$ cat src/hw/rtl/chirp_tone_voice_with_fade_defines.svh
// ----------------------------------------------------------------------------
// Chirp tone voice assertion macros
// Concurrent assertion helpers for the top-level RTL file of the voice.
// ----------------------------------------------------------------------------
`ifndef CHIRP_TONE_VOICE_WITH_FADE_DEFINES_SVH
`define CHIRP_TONE_VOICE_WITH_FADE_DEFINES_SVH

`ifndef NO_ASSERTIONS
// Same-cycle implication, checked outside reset.
`define CTWF_ASSERT_IMPL(label, ante, cons) \
    label: assert property (@(posedge i_clk) disable iff (!i_rst_n) (ante) |-> (cons)) \
        else $error("chirp voice assertion failed");
// Next-cycle implication, checked outside reset.
`define CTWF_ASSERT_NEXT(label, ante, cons) \
    label: assert property (@(posedge i_clk) disable iff (!i_rst_n) (ante) |=> (cons)) \
        else $error("chirp voice assertion failed");
`else
`define CTWF_ASSERT_IMPL(label, ante, cons)
`define CTWF_ASSERT_NEXT(label, ante, cons)
`endif

`endif

$ cat src/hw/rtl/ctwf_pkg.sv
// ----------------------------------------------------------------------------
// Chirp tone voice package
// Shared widths, register indexes, microcode fields and control types.
// ----------------------------------------------------------------------------
package ctwf_pkg;

    localparam int PC_W       = 4;
    localparam int CFG_IDX_W  = 3;
    localparam int CFG_DATA_W = 21;
    localparam int NOTE_W     = 8;
    localparam int SAMPLE_W   = 15;
    localparam int FREQ_W     = 16;
    localparam int SLOW_W     = 8;
    localparam int VOL_W      = 8;
    localparam int LEN_W      = 16;
    localparam int FSTEP_W    = 21;
    localparam int QUO_W      = 7;
    localparam int AMP_W      = 15;
    localparam int FADE_SHIFT = 20;
    localparam int FACT_W     = 21;
    localparam int DIV_BASE   = 10000;
    localparam int TONE_W     = 24;   // start_freq times note

    typedef logic [CFG_IDX_W-1:0] t_cfg_idx;
    localparam t_cfg_idx CFG_START_FREQ  = 3'd0;
    localparam t_cfg_idx CFG_SLOWDOWN    = 3'd1;
    localparam t_cfg_idx CFG_VOLUME      = 3'd2;
    localparam t_cfg_idx CFG_NOTE_LENGTH = 3'd3;
    localparam t_cfg_idx CFG_FADE_START  = 3'd4;
    localparam t_cfg_idx CFG_FADE_STEP   = 3'd5;

    localparam logic [FREQ_W-1:0]  RST_START_FREQ  = 16'd10500;
    localparam logic [SLOW_W-1:0]  RST_SLOWDOWN    = 8'd12;
    localparam logic [VOL_W-1:0]   RST_VOLUME      = 8'd180;
    localparam logic [LEN_W-1:0]   RST_NOTE_LENGTH = 16'd18522;
    localparam logic [LEN_W-1:0]   RST_FADE_START  = 16'd15435;
    localparam logic [FSTEP_W-1:0] RST_FADE_STEP   = 21'd339;

    localparam logic [FACT_W-1:0]  FACT_ONE = 21'h100000;

    // Multiplier operand A sources.
    typedef logic [2:0] t_mul_a;
    localparam t_mul_a MA_FREQ  = 3'd0;
    localparam t_mul_a MA_PROD  = 3'd1;
    localparam t_mul_a MA_POS   = 3'd2;
    localparam t_mul_a MA_QUO   = 3'd3;
    localparam t_mul_a MA_FSTEP = 3'd4;
    localparam t_mul_a MA_AMP   = 3'd5;

    // Multiplier operand B sources.
    typedef logic [2:0] t_mul_b;
    localparam t_mul_b MB_NOTE = 3'd0;
    localparam t_mul_b MB_POS  = 3'd1;
    localparam t_mul_b MB_SLOW = 3'd2;
    localparam t_mul_b MB_VOL  = 3'd3;
    localparam t_mul_b MB_DIFF = 3'd4;
    localparam t_mul_b MB_FACT = 3'd5;

    // Jump conditions.
    typedef logic [2:0] t_cond;
    localparam t_cond COND_NEVER    = 3'd0;
    localparam t_cond COND_NO_IN    = 3'd1;
    localparam t_cond COND_DIV_MORE = 3'd2;
    localparam t_cond COND_NO_FADE  = 3'd3;
    localparam t_cond COND_OUT_BUSY = 3'd4;

    typedef struct packed {
        logic            take_in;
        t_mul_a          mul_a;
        t_mul_b          mul_b;
        logic            mul_en;
        logic            ld_num;
        logic            div_init;
        logic            div_step;
        logic            ld_amp;
        logic            ld_fact;
        logic            ld_fade;
        logic            out_load;
        t_cond           cond;
        logic [PC_W-1:0] target;
        logic            last;
    } t_ctl;

    typedef struct packed {
        logic in_acc;
        logic div_more;
        logic no_fade;
        logic out_busy;
    } t_status;

endpackage

$ cat src/hw/rtl/chirp_tone_voice_with_fade.sv
// ----------------------------------------------------------------------------
// Chirp tone voice with fade
// Sample generator: chirped tone quotient, volume scaling and linear fade-out.
//
//   channel | direction | handshake                 | payload
//   --------+-----------+---------------------------+-------------------------
//   input   | in        | i_in_valid / o_in_stall   | i_note, i_restart
//   output  | out       | o_out_valid / i_out_stall | o_sample, o_note_end
//   config  | in        | i_cfg_valid / o_cfg_ready | i_cfg_index, i_cfg_data
//
// Each sample runs the bit-serial divider, which spends one cycle per numerator
// bit, plus the shared multiplier steps; the fade steps run only once the
// position is past the fade start.
// Reset is synchronous and restores the register defaults and position zero.
// A new beat is taken while the previous result waits in the output register;
// the final step holds only while that register is still full and stalled.
// ----------------------------------------------------------------------------
`include "chirp_tone_voice_with_fade_defines.svh"

module chirp_tone_voice_with_fade #(
    parameter int POS_WIDTH = 16
) (
    input  logic                             i_clk,
    input  logic                             i_rst_n,
    input  logic                             i_in_valid,
    output logic                             o_in_stall,
    input  logic [ctwf_pkg::NOTE_W-1:0]      i_note,
    input  logic                             i_restart,
    output logic                             o_out_valid,
    input  logic                             i_out_stall,
    output logic [ctwf_pkg::SAMPLE_W-1:0]    o_sample,
    output logic                             o_note_end,
    input  logic                             i_cfg_valid,
    output logic                             o_cfg_ready,
    input  logic [ctwf_pkg::CFG_IDX_W-1:0]   i_cfg_index,
    input  logic [ctwf_pkg::CFG_DATA_W-1:0]  i_cfg_data
);

    localparam int AW     = (POS_WIDTH > ctwf_pkg::TONE_W) ? POS_WIDTH : ctwf_pkg::TONE_W;
    localparam int BW     = (POS_WIDTH > ctwf_pkg::FACT_W) ? POS_WIDTH : ctwf_pkg::FACT_W;
    localparam int PW     = AW + BW;
    localparam int NUM_W  = ctwf_pkg::TONE_W + POS_WIDTH;
    localparam int DEN_W  = POS_WIDTH + ctwf_pkg::SLOW_W + 1;
    localparam int DEC_W  = ctwf_pkg::FSTEP_W + POS_WIDTH;
    localparam int CMP_W  = (POS_WIDTH + 1 > ctwf_pkg::LEN_W) ? POS_WIDTH + 1 : ctwf_pkg::LEN_W;
    localparam int CNT_W  = $clog2(NUM_W + 1);

    // Configuration registers.
    logic [ctwf_pkg::FREQ_W-1:0]  r_start_freq;
    logic [ctwf_pkg::SLOW_W-1:0]  r_slowdown;
    logic [ctwf_pkg::VOL_W-1:0]   r_volume;
    logic [ctwf_pkg::LEN_W-1:0]   r_note_length;
    logic [ctwf_pkg::LEN_W-1:0]   r_fade_start;
    logic [ctwf_pkg::FSTEP_W-1:0] r_fade_step;

    // Voice state and working registers.
    logic [POS_WIDTH-1:0]         r_state;
    logic [POS_WIDTH-1:0]         n_state;
    logic [POS_WIDTH-1:0]         r_pos;
    logic [ctwf_pkg::NOTE_W-1:0]  r_note;
    logic                         r_last;
    logic [PW-1:0]                r_mul;
    logic [NUM_W-1:0]             r_num;
    logic [DEN_W-1:0]             r_den;
    logic [DEN_W-1:0]             r_rem;
    logic [ctwf_pkg::QUO_W-1:0]   r_quo;
    logic [CNT_W-1:0]             r_cnt;
    logic [ctwf_pkg::AMP_W-1:0]   r_amp;
    logic [ctwf_pkg::FACT_W-1:0]  r_fact;
    logic                         r_out_valid;
    logic [ctwf_pkg::SAMPLE_W-1:0] r_sample;
    logic                         r_note_end;

    ctwf_pkg::t_ctl    ctl;
    ctwf_pkg::t_status status;

    logic                in_acc;
    logic                out_busy;
    logic [POS_WIDTH-1:0] pos_cur;
    logic [CMP_W-1:0]    pos_next;
    logic                last;
    logic [CMP_W-1:0]    pos_ext;
    logic [CMP_W-1:0]    fs_ext;
    logic [CMP_W-1:0]    diff_ext;
    logic [AW-1:0]       mul_a;
    logic [BW-1:0]       mul_b;
    logic [DEN_W:0]      rem_sh;
    logic [DEN_W:0]      rem_sub;
    logic                q_bit;
    logic [ctwf_pkg::FACT_W-1:0] fact_n;

    ctwf_seq u_seq (
        .i_clk    (i_clk),
        .i_rst_n  (i_rst_n),
        .i_status (status),
        .o_ctl    (ctl)
    );

    assign o_in_stall  = !ctl.take_in;
    assign in_acc      = i_in_valid && ctl.take_in;
    assign out_busy    = r_out_valid && i_out_stall;
    assign o_cfg_ready = 1'b1;
    assign o_out_valid = r_out_valid;
    assign o_sample    = r_sample;
    assign o_note_end  = r_note_end;

    // Position bookkeeping happens as the beat is taken.
    always_comb begin
        pos_cur  = i_restart ? '0 : r_state;
        pos_next = CMP_W'(pos_cur) + 1'b1;
        last     = pos_next >= CMP_W'(r_note_length);
        n_state  = last ? '0 : pos_next[POS_WIDTH-1:0];
    end

    assign pos_ext  = CMP_W'(r_pos);
    assign fs_ext   = CMP_W'(r_fade_start);
    assign diff_ext = pos_ext - fs_ext;

    assign status.in_acc   = in_acc;
    assign status.div_more = r_cnt != CNT_W'(1);
    assign status.no_fade  = pos_ext <= fs_ext;
    assign status.out_busy = out_busy;

    always_comb begin
        case (ctl.mul_a)
            ctwf_pkg::MA_FREQ:  mul_a = AW'(r_start_freq);
            ctwf_pkg::MA_PROD:  mul_a = AW'(r_mul[ctwf_pkg::TONE_W-1:0]);
            ctwf_pkg::MA_POS:   mul_a = AW'(r_pos);
            ctwf_pkg::MA_QUO:   mul_a = AW'(r_quo);
            ctwf_pkg::MA_FSTEP: mul_a = AW'(r_fade_step);
            ctwf_pkg::MA_AMP:   mul_a = AW'(r_amp);
            default:            mul_a = '0;
        endcase
        case (ctl.mul_b)
            ctwf_pkg::MB_NOTE: mul_b = BW'(r_note);
            ctwf_pkg::MB_POS:  mul_b = BW'(r_pos);
            ctwf_pkg::MB_SLOW: mul_b = BW'(r_slowdown);
            ctwf_pkg::MB_VOL:  mul_b = BW'(r_volume);
            ctwf_pkg::MB_DIFF: mul_b = BW'(diff_ext[POS_WIDTH-1:0]);
            ctwf_pkg::MB_FACT: mul_b = BW'(r_fact);
            default:           mul_b = '0;
        endcase
    end

    // Restoring division, one quotient bit per step; only the low bits are kept.
    always_comb begin
        rem_sh  = {r_rem, r_num[NUM_W-1]};
        rem_sub = rem_sh - {1'b0, r_den};
        q_bit   = rem_sh >= {1'b0, r_den};
    end

    // The fade factor saturates at zero once the decrement reaches one.
    assign fact_n = (|r_mul[DEC_W-1:ctwf_pkg::FADE_SHIFT]) ? '0 :
                    ctwf_pkg::FACT_ONE - {1'b0, r_mul[ctwf_pkg::FADE_SHIFT-1:0]};

    always_ff @(posedge i_clk) begin
        if (!i_rst_n) begin
            r_start_freq  <= ctwf_pkg::RST_START_FREQ;
            r_slowdown    <= ctwf_pkg::RST_SLOWDOWN;
            r_volume      <= ctwf_pkg::RST_VOLUME;
            r_note_length <= ctwf_pkg::RST_NOTE_LENGTH;
            r_fade_start  <= ctwf_pkg::RST_FADE_START;
            r_fade_step   <= ctwf_pkg::RST_FADE_STEP;
        end else if (i_cfg_valid) begin
            case (i_cfg_index)
                ctwf_pkg::CFG_START_FREQ:  r_start_freq  <= i_cfg_data[ctwf_pkg::FREQ_W-1:0];
                ctwf_pkg::CFG_SLOWDOWN:    r_slowdown    <= i_cfg_data[ctwf_pkg::SLOW_W-1:0];
                ctwf_pkg::CFG_VOLUME:      r_volume      <= i_cfg_data[ctwf_pkg::VOL_W-1:0];
                ctwf_pkg::CFG_NOTE_LENGTH: r_note_length <= i_cfg_data[ctwf_pkg::LEN_W-1:0];
                ctwf_pkg::CFG_FADE_START:  r_fade_start  <= i_cfg_data[ctwf_pkg::LEN_W-1:0];
                ctwf_pkg::CFG_FADE_STEP:   r_fade_step   <= i_cfg_data[ctwf_pkg::FSTEP_W-1:0];
                default: ;
            endcase
        end
    end

    always_ff @(posedge i_clk) begin
        if (!i_rst_n) begin
            r_state     <= '0;
            r_out_valid <= 1'b0;
        end else begin
            if (in_acc) begin
                r_state <= n_state;
            end
            if (ctl.out_load && !out_busy) begin
                r_out_valid <= 1'b1;
            end else if (!i_out_stall) begin
                r_out_valid <= 1'b0;
            end
        end
    end

    always_ff @(posedge i_clk) begin
        if (in_acc) begin
            r_pos  <= pos_cur;
            r_note <= i_note;
            r_last <= last;
        end
        if (ctl.mul_en) begin
            r_mul <= PW'(mul_a) * PW'(mul_b);
        end
        if (ctl.ld_num) begin
            r_num <= r_mul[NUM_W-1:0];
        end
        if (ctl.div_init) begin
            r_den <= DEN_W'(ctwf_pkg::DIV_BASE) + DEN_W'(r_mul[POS_WIDTH+ctwf_pkg::SLOW_W-1:0]);
            r_rem <= '0;
            r_cnt <= CNT_W'(NUM_W);
        end
        if (ctl.div_step) begin
            r_rem <= q_bit ? rem_sub[DEN_W-1:0] : rem_sh[DEN_W-1:0];
            r_num <= {r_num[NUM_W-2:0], 1'b0};
            r_quo <= {r_quo[ctwf_pkg::QUO_W-2:0], q_bit};
            r_cnt <= r_cnt - 1'b1;
        end
        if (ctl.ld_amp) begin
            r_amp <= r_mul[ctwf_pkg::AMP_W-1:0];
        end
        if (ctl.ld_fact) begin
            r_fact <= fact_n;
        end
        if (ctl.ld_fade) begin
            r_amp <= r_mul[ctwf_pkg::FADE_SHIFT+ctwf_pkg::AMP_W-1:ctwf_pkg::FADE_SHIFT];
        end
        if (ctl.out_load && !out_busy) begin
            r_sample   <= r_amp;
            r_note_end <= r_last;
        end
    end

    `CTWF_ASSERT_NEXT(a_stall_after_take, in_acc, o_in_stall)
    `CTWF_ASSERT_NEXT(a_restart_zero, in_acc && i_restart, r_pos == '0)
    `CTWF_ASSERT_IMPL(a_div_count_live, ctl.div_step, r_cnt != '0)
    `CTWF_ASSERT_NEXT(a_load_sets_valid, ctl.out_load && !out_busy, o_out_valid)

endmodule

$ cat src/hw/rtl/ctwf_seq.sv
// ----------------------------------------------------------------------------
// Chirp tone voice sequencer
// Step counter and microcode table that drive the voice datapath.
// ----------------------------------------------------------------------------
module ctwf_seq (
    input  logic             i_clk,
    input  logic             i_rst_n,
    input  ctwf_pkg::t_status i_status,
    output ctwf_pkg::t_ctl    o_ctl
);

    localparam logic [ctwf_pkg::PC_W-1:0] STEP_IDLE     = 4'd0;
    localparam logic [ctwf_pkg::PC_W-1:0] STEP_TONE     = 4'd1;
    localparam logic [ctwf_pkg::PC_W-1:0] STEP_NUM      = 4'd2;
    localparam logic [ctwf_pkg::PC_W-1:0] STEP_DEN      = 4'd3;
    localparam logic [ctwf_pkg::PC_W-1:0] STEP_DIV_INIT = 4'd4;
    localparam logic [ctwf_pkg::PC_W-1:0] STEP_DIV      = 4'd5;
    localparam logic [ctwf_pkg::PC_W-1:0] STEP_VOL      = 4'd6;
    localparam logic [ctwf_pkg::PC_W-1:0] STEP_DEC      = 4'd7;
    localparam logic [ctwf_pkg::PC_W-1:0] STEP_FACT     = 4'd8;
    localparam logic [ctwf_pkg::PC_W-1:0] STEP_FADE_MUL = 4'd9;
    localparam logic [ctwf_pkg::PC_W-1:0] STEP_FADE     = 4'd10;
    localparam logic [ctwf_pkg::PC_W-1:0] STEP_OUT      = 4'd11;

    function automatic ctwf_pkg::t_ctl rom(input logic [ctwf_pkg::PC_W-1:0] pc);
        ctwf_pkg::t_ctl w;
        w = '0;
        case (pc)
            STEP_IDLE: begin
                w.take_in = 1'b1;
                w.cond    = ctwf_pkg::COND_NO_IN;
                w.target  = STEP_IDLE;
            end
            STEP_TONE: begin
                w.mul_en = 1'b1;
                w.mul_a  = ctwf_pkg::MA_FREQ;
                w.mul_b  = ctwf_pkg::MB_NOTE;
            end
            STEP_NUM: begin
                w.mul_en = 1'b1;
                w.mul_a  = ctwf_pkg::MA_PROD;
                w.mul_b  = ctwf_pkg::MB_POS;
            end
            STEP_DEN: begin
                w.ld_num = 1'b1;
                w.mul_en = 1'b1;
                w.mul_a  = ctwf_pkg::MA_POS;
                w.mul_b  = ctwf_pkg::MB_SLOW;
            end
            STEP_DIV_INIT: begin
                w.div_init = 1'b1;
            end
            STEP_DIV: begin
                w.div_step = 1'b1;
                w.cond     = ctwf_pkg::COND_DIV_MORE;
                w.target   = STEP_DIV;
            end
            STEP_VOL: begin
                w.mul_en = 1'b1;
                w.mul_a  = ctwf_pkg::MA_QUO;
                w.mul_b  = ctwf_pkg::MB_VOL;
            end
            STEP_DEC: begin
                w.ld_amp = 1'b1;
                w.mul_en = 1'b1;
                w.mul_a  = ctwf_pkg::MA_FSTEP;
                w.mul_b  = ctwf_pkg::MB_DIFF;
                w.cond   = ctwf_pkg::COND_NO_FADE;
                w.target = STEP_OUT;
            end
            STEP_FACT: begin
                w.ld_fact = 1'b1;
            end
            STEP_FADE_MUL: begin
                w.mul_en = 1'b1;
                w.mul_a  = ctwf_pkg::MA_AMP;
                w.mul_b  = ctwf_pkg::MB_FACT;
            end
            STEP_FADE: begin
                w.ld_fade = 1'b1;
            end
            STEP_OUT: begin
                w.out_load = 1'b1;
                w.cond     = ctwf_pkg::COND_OUT_BUSY;
                w.target   = STEP_OUT;
                w.last     = 1'b1;
            end
            default: begin
                w.last = 1'b1;
            end
        endcase
        return w;
    endfunction

    logic [ctwf_pkg::PC_W-1:0] r_pc;
    logic [ctwf_pkg::PC_W-1:0] n_pc;
    logic                      jump;

    assign o_ctl = rom(r_pc);

    always_comb begin
        case (o_ctl.cond)
            ctwf_pkg::COND_NEVER:    jump = 1'b0;
            ctwf_pkg::COND_NO_IN:    jump = !i_status.in_acc;
            ctwf_pkg::COND_DIV_MORE: jump = i_status.div_more;
            ctwf_pkg::COND_NO_FADE:  jump = i_status.no_fade;
            ctwf_pkg::COND_OUT_BUSY: jump = i_status.out_busy;
            default:                 jump = 1'b0;
        endcase
        if (jump) begin
            n_pc = o_ctl.target;
        end else if (o_ctl.last) begin
            n_pc = STEP_IDLE;
        end else begin
            n_pc = r_pc + 1'b1;
        end
    end

    always_ff @(posedge i_clk) begin
        if (!i_rst_n) begin
            r_pc <= STEP_IDLE;
        end else begin
            r_pc <= n_pc;
        end
    end

endmodule
$ cat config.mk
export PLATFORM = sky130hd
export DESIGN_NAME = chirp_tone_voice_with_fade
export DESIGN_NICKNAME = d
export VERILOG_FILES = /design/src/hw/rtl/ctwf_pkg.sv /design/src/hw/rtl/chirp_tone_voice_with_fade.sv /design/src/hw/rtl/ctwf_seq.sv
export VERILOG_INCLUDE_DIRS = /design/src /design/src/hw/rtl
export SDC_FILE = /design/constraint.sdc
export NUM_CORES = 2
export LEC_CHECK = 0
export BUFFER_PORTS_ARGS = -buffer_cell sky130_fd_sc_hd__buf_2
export CORE_MARGIN = 2
export CORE_UTILIZATION = 40
export CTS_BUF_LIST = sky130_fd_sc_hd__clkbuf_8 sky130_fd_sc_hd__clkbuf_16
export DETAILED_ROUTE_END_ITERATION = 7
export GPL_ROUTABILITY_DRIVEN = 0
export PLACE_DENSITY_LB_ADDON = 0.12
export SLEW_MARGIN = 20
export SYNTH_ARGS = -nofsm -noshare
export SYNTH_HDL_FRONTEND = slang
export SYNTH_SLANG_ARGS = --single-unit
$ cat constraint.sdc
create_clock -name i_clk -period 9.75 [get_ports i_clk]
set_clock_uncertainty 0.2 [all_clocks]
set_input_delay 0.975 -clock i_clk [delete_from_list [all_inputs] [get_ports i_clk]]
set_output_delay 0.975 -clock i_clk [all_outputs]
set_load 0.01 [all_outputs]
Word level (Yosys, flattened, before mapping)
Index checks and enable logic that the tools add are counted.

Bits in registers: 326. Bits of input ports: 38. Output and inout port bits: 19. Word-level logic and storage cells: 115.

Add/subtract/negate cells: 7. Multiply operators: 1. Magnitude comparators: 3. Eq/ne operators: 32. Mux-type cells: 28. Reduce and logical (&&, ||, !) cells: 21.

Operators with widths (count): 24-bit case mux with 6 select lines (1); 21-bit case mux with 6 select lines (1); 40-bit 2-to-1 mux (2); 25-bit 2-to-1 mux (3); 7-bit case mux with 6 select lines (1); 24-bit by 21-bit multiplier with 40-bit output (1); 16-bit 2-to-1 mux (2); 15-bit 2-to-1 mux (2); 7-bit case mux with 4 select lines (1); 26-bit by 25-bit >= comparator with 1-bit output (1); 14-bit by 24-bit adder with 25-bit output (first input constant) (1); 25-bit subtractor (1); 3-bit by 2-bit equality test with 1-bit output (second input constant) (8); 3-bit equality test (second input constant) (7); 21-bit by 20-bit subtractor with 21-bit output (first input constant) (1); 16-bit by 1-bit adder with 17-bit output (second input constant) (1); 17-bit by 16-bit >= comparator with 1-bit output (1); 17-bit OR reduction (1); 4-bit by 3-bit equality test with 1-bit output (second input constant) (4); 4-bit equality test (second input constant) (4); 16-bit less-or-equal comparator (1); 16-bit subtractor (1); 3-bit by 1-bit equality test with 1-bit output (second input constant) (4); 6-bit 2-to-1 mux (2); other kinds (16) (40).

Longest topological paths before layout
Word-level depth: 6. Mapped depth: 35. Mapped depth without buffers: 34.

Cells and area by module
From an unflattened synthesis, not the netlist that was laid out.

Cell total of the unflattened synthesis: 3476. Area total of the unflattened synthesis: 32284.7 µm².

Modules (own cells, without submodules): chirp_tone_voice_with_fade (instances 1, cells each 3406, area an instance 31773.0 µm², seq. area each 8638.3 µm²); ctwf_seq (instances 1, cells each 70, area an instance 511.7 µm², seq. area each 80.1 µm²).

Worst setup path before layout
Ideal clock, no wire load.

Path kind: reg2reg. Start point: register r_pos[0]. End point: register r_mul[39], data pin. Setup time: 265 ps. Data arrival time: 8106 ps. Data required time: 9285 ps. Slack: 1179 ps. Stages on the path, launching flop included: 33. Path buffers: 2. Clock period less this slack: 8571 ps. Cell sequence: edfxtp_1 inv_1 ha_1 fa_1 nor2b_1 o21ai_0 a21boi_0 o21ai_1 a211o_1 a21oi_2 buf_2 o211ai_1 o311a_1 fa_1 inv_1 fa_1 fa_1 fa_1 fa_1 fa_1 inv_1 fa_1 inv_1 ha_1 clkbuf_1 inv_1 o21ai_0 a2111oi_0 o31ai_1 a41o_1 a31oi_1 a311oi_1 xnor2_1.

Word-level cells in the longest chain between the ends: 3. Elaborated cells on any way between the ends: 4. Those cells by class: add/sub: 1; mul: 1; mux: 2.

Ends and longest elaborated chain: start, declared (RTL line chirp_tone_voice_with_fade.sv:59) `logic [POS_WIDTH-1:0] r_pos;`; start signal, assigned (RTL line chirp_tone_voice_with_fade.sv:195) `r_pos <= pos_cur;`; 16-bit subtractor (RTL line chirp_tone_voice_with_fade.sv:117) `assign diff_ext = pos_ext - fs_ext;`; 21-bit case mux with 6 select lines (RTL line chirp_tone_voice_with_fade.sv:134) `case (ctl.mul_b)`; 24-bit by 21-bit multiplier with 40-bit output (*) (RTL line chirp_tone_voice_with_fade.sv:200) `r_mul <= PW'(mul_a) * PW'(mul_b);`; end signal, assigned (RTL line chirp_tone_voice_with_fade.sv:200); end, declared (RTL line chirp_tone_voice_with_fade.sv:62) `logic [PW-1:0] r_mul;`.

Every way passes the cells marked *; elsewhere a longest branch is shown, timed or not. A chain may end at the register's enable or synchronous reset.

Worst setup path after layout
Start point: register u_seq.r_pc[0] (netlist name). End point: register r_mul[38], data pin.

Word-level cells in the longest chain between the ends: 5. Elaborated cells on any way between the ends: 22. Those cells by class: mul: 1; eq/ne: 16; mux: 3; reduce/logical: 2.

Ends and longest elaborated chain: start, declared (RTL line ctwf_seq.sv:95) `logic [ctwf_pkg::PC_W-1:0] r_pc;`; start signal, assigned (RTL line ctwf_seq.sv:123) `r_pc <= n_pc;`; 4-bit equality test, or another cell as far along (RTL line ctwf_seq.sv:28) `case (pc)`; 7-bit case mux with 6 select lines (*) (RTL line ctwf_seq.sv:28); 3-bit equality test, or another cell as far along (RTL line chirp_tone_voice_with_fade.sv:125) `case (ctl.mul_a)`; 24-bit case mux with 6 select lines / 21-bit case mux with 6 select lines (equally long branches) (RTL line chirp_tone_voice_with_fade.sv:125, chirp_tone_voice_with_fade.sv:134); 24-bit by 21-bit multiplier with 40-bit output (*) (RTL line chirp_tone_voice_with_fade.sv:200).

Marks and branches as above.

==> flow_summary.toml <==
[outcome]
run_status = "finished with violations"
violations = "design-rule violations"

[synth]
yosysWarnings = 0
synth_area_leaders = "fa_1, edfxtp_1, ha_1"
synthFlopType = "edfxtp_1"
yosysMostFrequentCell = "nand2_1"
ys_seq_elements = 326
synth-edff-count = 219
synth.distinct_cells = 94
syn_inst = 3554
synth_top_cell_by_area = "fa_1"
ys_top_cells_by_count = "nand2_1, inv_1, fa_1, edfxtp_1, nor2_1"
yosys.area.top_type_share_pct = 24.92
syn_avg_cell_area_um2 = 9.244
synth-async-reset-ratio_pct = 0
synth_area_um2 = 32850
seq_area_frac_synth_pct = 26.54

[worst_setup_path]
crit_path_end_kind = "flip-flop"
critical_path_required_ns = 9.85
timing.reg2reg.setup_slack_ns = 0.35
cp.arrival_ns = 9.49
r2r_start = "u_seq.r_pc[0]"
critical_path_peak_fanout = 18
regToRegEndpoint = "r_mul[38]"
ff2ff_path_depth = 25
start_kind = "flip-flop"
critical_path_class = "reg2reg"

[drt]
drt-total-wl_mm = 113.5
first_pass_iters = 8
drt_iter0_markers = 2675
antenna_left = 0
num_vias = 26510
vias_per_cell = 5.609
route.detailed.drc = 4
post_drt_wl_per_cell_um = 24.02

[clocking]
clkSinkCount = 326
clockBufferDepth = 3
cts.clk_slew.worst_paths_ns = 0.06
clk_latency_ns = 0.57
cts_buffers = 41
cts_max_level = 2
cts-hold-fix-buffers = 0
cts_tree = "done"
clock-root-buffer = "clkbuf_16"

[floorplanning]
initial_utilization_pct = 40.20
die_h_um = 290.6
die_x_um = 290.6
io_pins = 57
dieArea_um2 = 84440
rows = 105
core_um2 = 81720

[timing]
worstMarginPinSlew_ns = 1.168
rsz0062_at_grt = "false"
slew_headroom_pct = 22.13
finalCritPeriodShare_pct = 96.36
clock.fmax_ghz = 0.1064
setup_viol_count_final = 0
report.final.slew_viol_count = 0
timing.final.hold_violations = 0
tns_ns = 0
fin_crit_ns = 9.395

[hold_path]
hold_class = "reg2reg"
whs_endpoint = "r_state[11]"
whs_path_depth = 2
hp-start = "r_state[11]"

[power_and_ir_drop]
p_seq_share_pct = 26.6
power.density_nw_per_um2 = 199.5
comb_power_share_pct = 51.9
max-vdd-ir-drop_mv = 0.2284
p_int_mw = 4.115
clkPwrFrac_pct = 21.5
power.leakage_nw = 15.84
switching_power_mw = 3.131
netSwitchingFraction_pct = 43.21

[final_layout]
final_cells = 4726
drive_above_1_share_pct = 9.193
syn2layout_area_growth_pct = 10.57
final_cell_area_um2 = 36320
nets = 4261

[place]
placedInstanceArea_um2 = 34880
place_hpwl_mm = 89.35
port_buffers = 55
placed_cells_incl_taps = 4647

[global_routing]
grt_max_degree = 62
grt-ovfl-total = 0
grt_pass1_vias = 26630
antenna_found_initial = 3
grt.total_usage_pct = 27.01
grt_pass1_wl_mm = 171.9

[flow_run]
cap_violations = 0
## state kept, by name, indices dropped and copies added, names as in the netlist, 7 cells and up
| signal | count |
|---|---|
| o_sample | 15 |
| r_amp | 15 |
| r_state | 16 |
| r_note_length | 16 |
| r_rem | 25 |
| r_quo | 7 |
| r_mul | 40 |
| r_slowdown | 8 |
| r_note | 8 |
| r_fade_start | 16 |
| r_fact | 21 |
| r_start_freq | 16 |
| r_den | 25 |
| r_num | 40 |
| r_volume | 8 |
| r_pos | 16 |
| r_fade_step | 21 |
## through the flow
stage | util, % | power, mW | setup WS (ns) | hold WS, ns
after global placement | 42.67 | 5.664 | 0.2484 | 0.2296
after global routing | 44.45 | 7.824 | 0.0008393 | 0.2629
after detailed placement | 42.68 | 5.662 | 0.1981 | 0.2358
after floorplan | - | 4.458 | 1.179 | 0.2003
after CTS | 44.35 | 7.241 | 0.1861 | 0.2499
final | 44.45 | 7.246 | 0.3549 | 0.2480
## critical path, cell delays in order (launching register included)
cell and delay [ns]:
dfxtp_1 0.35, inv_1 0.09, ha_1 0.41, nor2_1 0.16, mux2_4 0.43, a222oi_1 0.65, nand3_1 0.40, buf_4 0.30
a311oi_1 0.36, fa_1 0.49, inv_1 0.08, fa_1 0.44, fa_1 0.52, fa_1 0.54, fa_1 0.52, fa_1 0.54
inv_1 0.05, fa_1 0.59, inv_1 0.07, ha_1 0.36, a21o_1 0.21, o21ai_0 0.39, a31oi_4 0.08, a2111o_1 0.43
nand4_1 0.09, or3b_1 0.35
## cells in the final DEF, fill, tap and decap left out, types with 14 or more instances in the layout
cell type	instances
nand2_1	554
a22o_1	46
nand4_1	26
a21o_1	34
o21a_1	16
o31ai_1	20
clkbuf_16	41
and2_1	44
a222oi_1	22
and4_1	14
dfxtp_1	107
a31oi_1	15
conb_1	31
xnor2_1	77
nor2_1	190
inv_1	560
nor4_1	19
a21oi_1	165
o21ai_0	77
o211ai_1	37
buf_4	140
nor2b_1	32
a211oi_1	14
buf_2	55
mux2_2	15
ha_1	191
edfxtp_1	219
a22oi_1	19
xor2_1	37
and3_1	31
nor3_1	59
fa_1	409
nand3_1	85
## power groups by stage
stage | Sequential [mW] | Clock [mW] | Combinational, mW
2_1_floorplan | 1.81 | 0 | 2.64
3_3_place_gp | 1.95 | 0 | 3.71
3_5_place_dp | 1.95 | 0 | 3.71
4_1_cts | 1.92 | 1.58 | 3.74
5_1_grt | 1.93 | 1.64 | 4.26
6_report | 1.93 | 1.56 | 3.76
## kinds of logic after synthesis
logic type | share of synthesized area [%]
other | 0.02286
adders and majority gates | 32.20
AOI/OAI and AO/OA | 12.90
muxes | 0.5903
buffers and inverters | 9.049
and+or+nand+nor | 15.67
xor gates and xnor gates | 3.039
DFF | 26.54
## worst max-delay path by stage
stage                              from         to  slack (ns)  cells past startpoint
after CTS                 u_seq.r_pc[0]  r_mul[38]        0.19                     26
after global routing           r_pos[0]  r_mul[39]      0.0008                     33
after global placement    u_seq.r_pc[0]  r_mul[38]        0.25                     26
final                     u_seq.r_pc[0]  r_mul[38]        0.35                     25
after detailed placement  u_seq.r_pc[0]  r_mul[39]        0.20                     25
after floorplan                r_pos[0]  r_mul[39]        1.18                     32
## per-layer routing
layer	wire, um	track usage [%]	up-vias
li1	-	-	11940
met1	50230	38.25	13190
met5	0	0	-
met3	9563	5.139	250
met4	5392	11.01	0
met2	48310	40.62	1135
## layout make-up
cell class / instances / area, um^2
antenna: 1 / 2.502
clock buffer: 45 / 1081
clock inverter: 30 / 280.3
fill: 8106 / 45390
inverter: 557 / 2091
multi-input combinational: 2499 / 21420
sequential: 326 / 8718
tap: 1070 / 1339
timing repair buffer: 198 / 1386
## repair_timing
item	4_1_cts	5_1_grt
resized for setup	0	12
setup endpoints to repair	0	11
setup buffers	0	2
(Power assumes the default switching activity.)
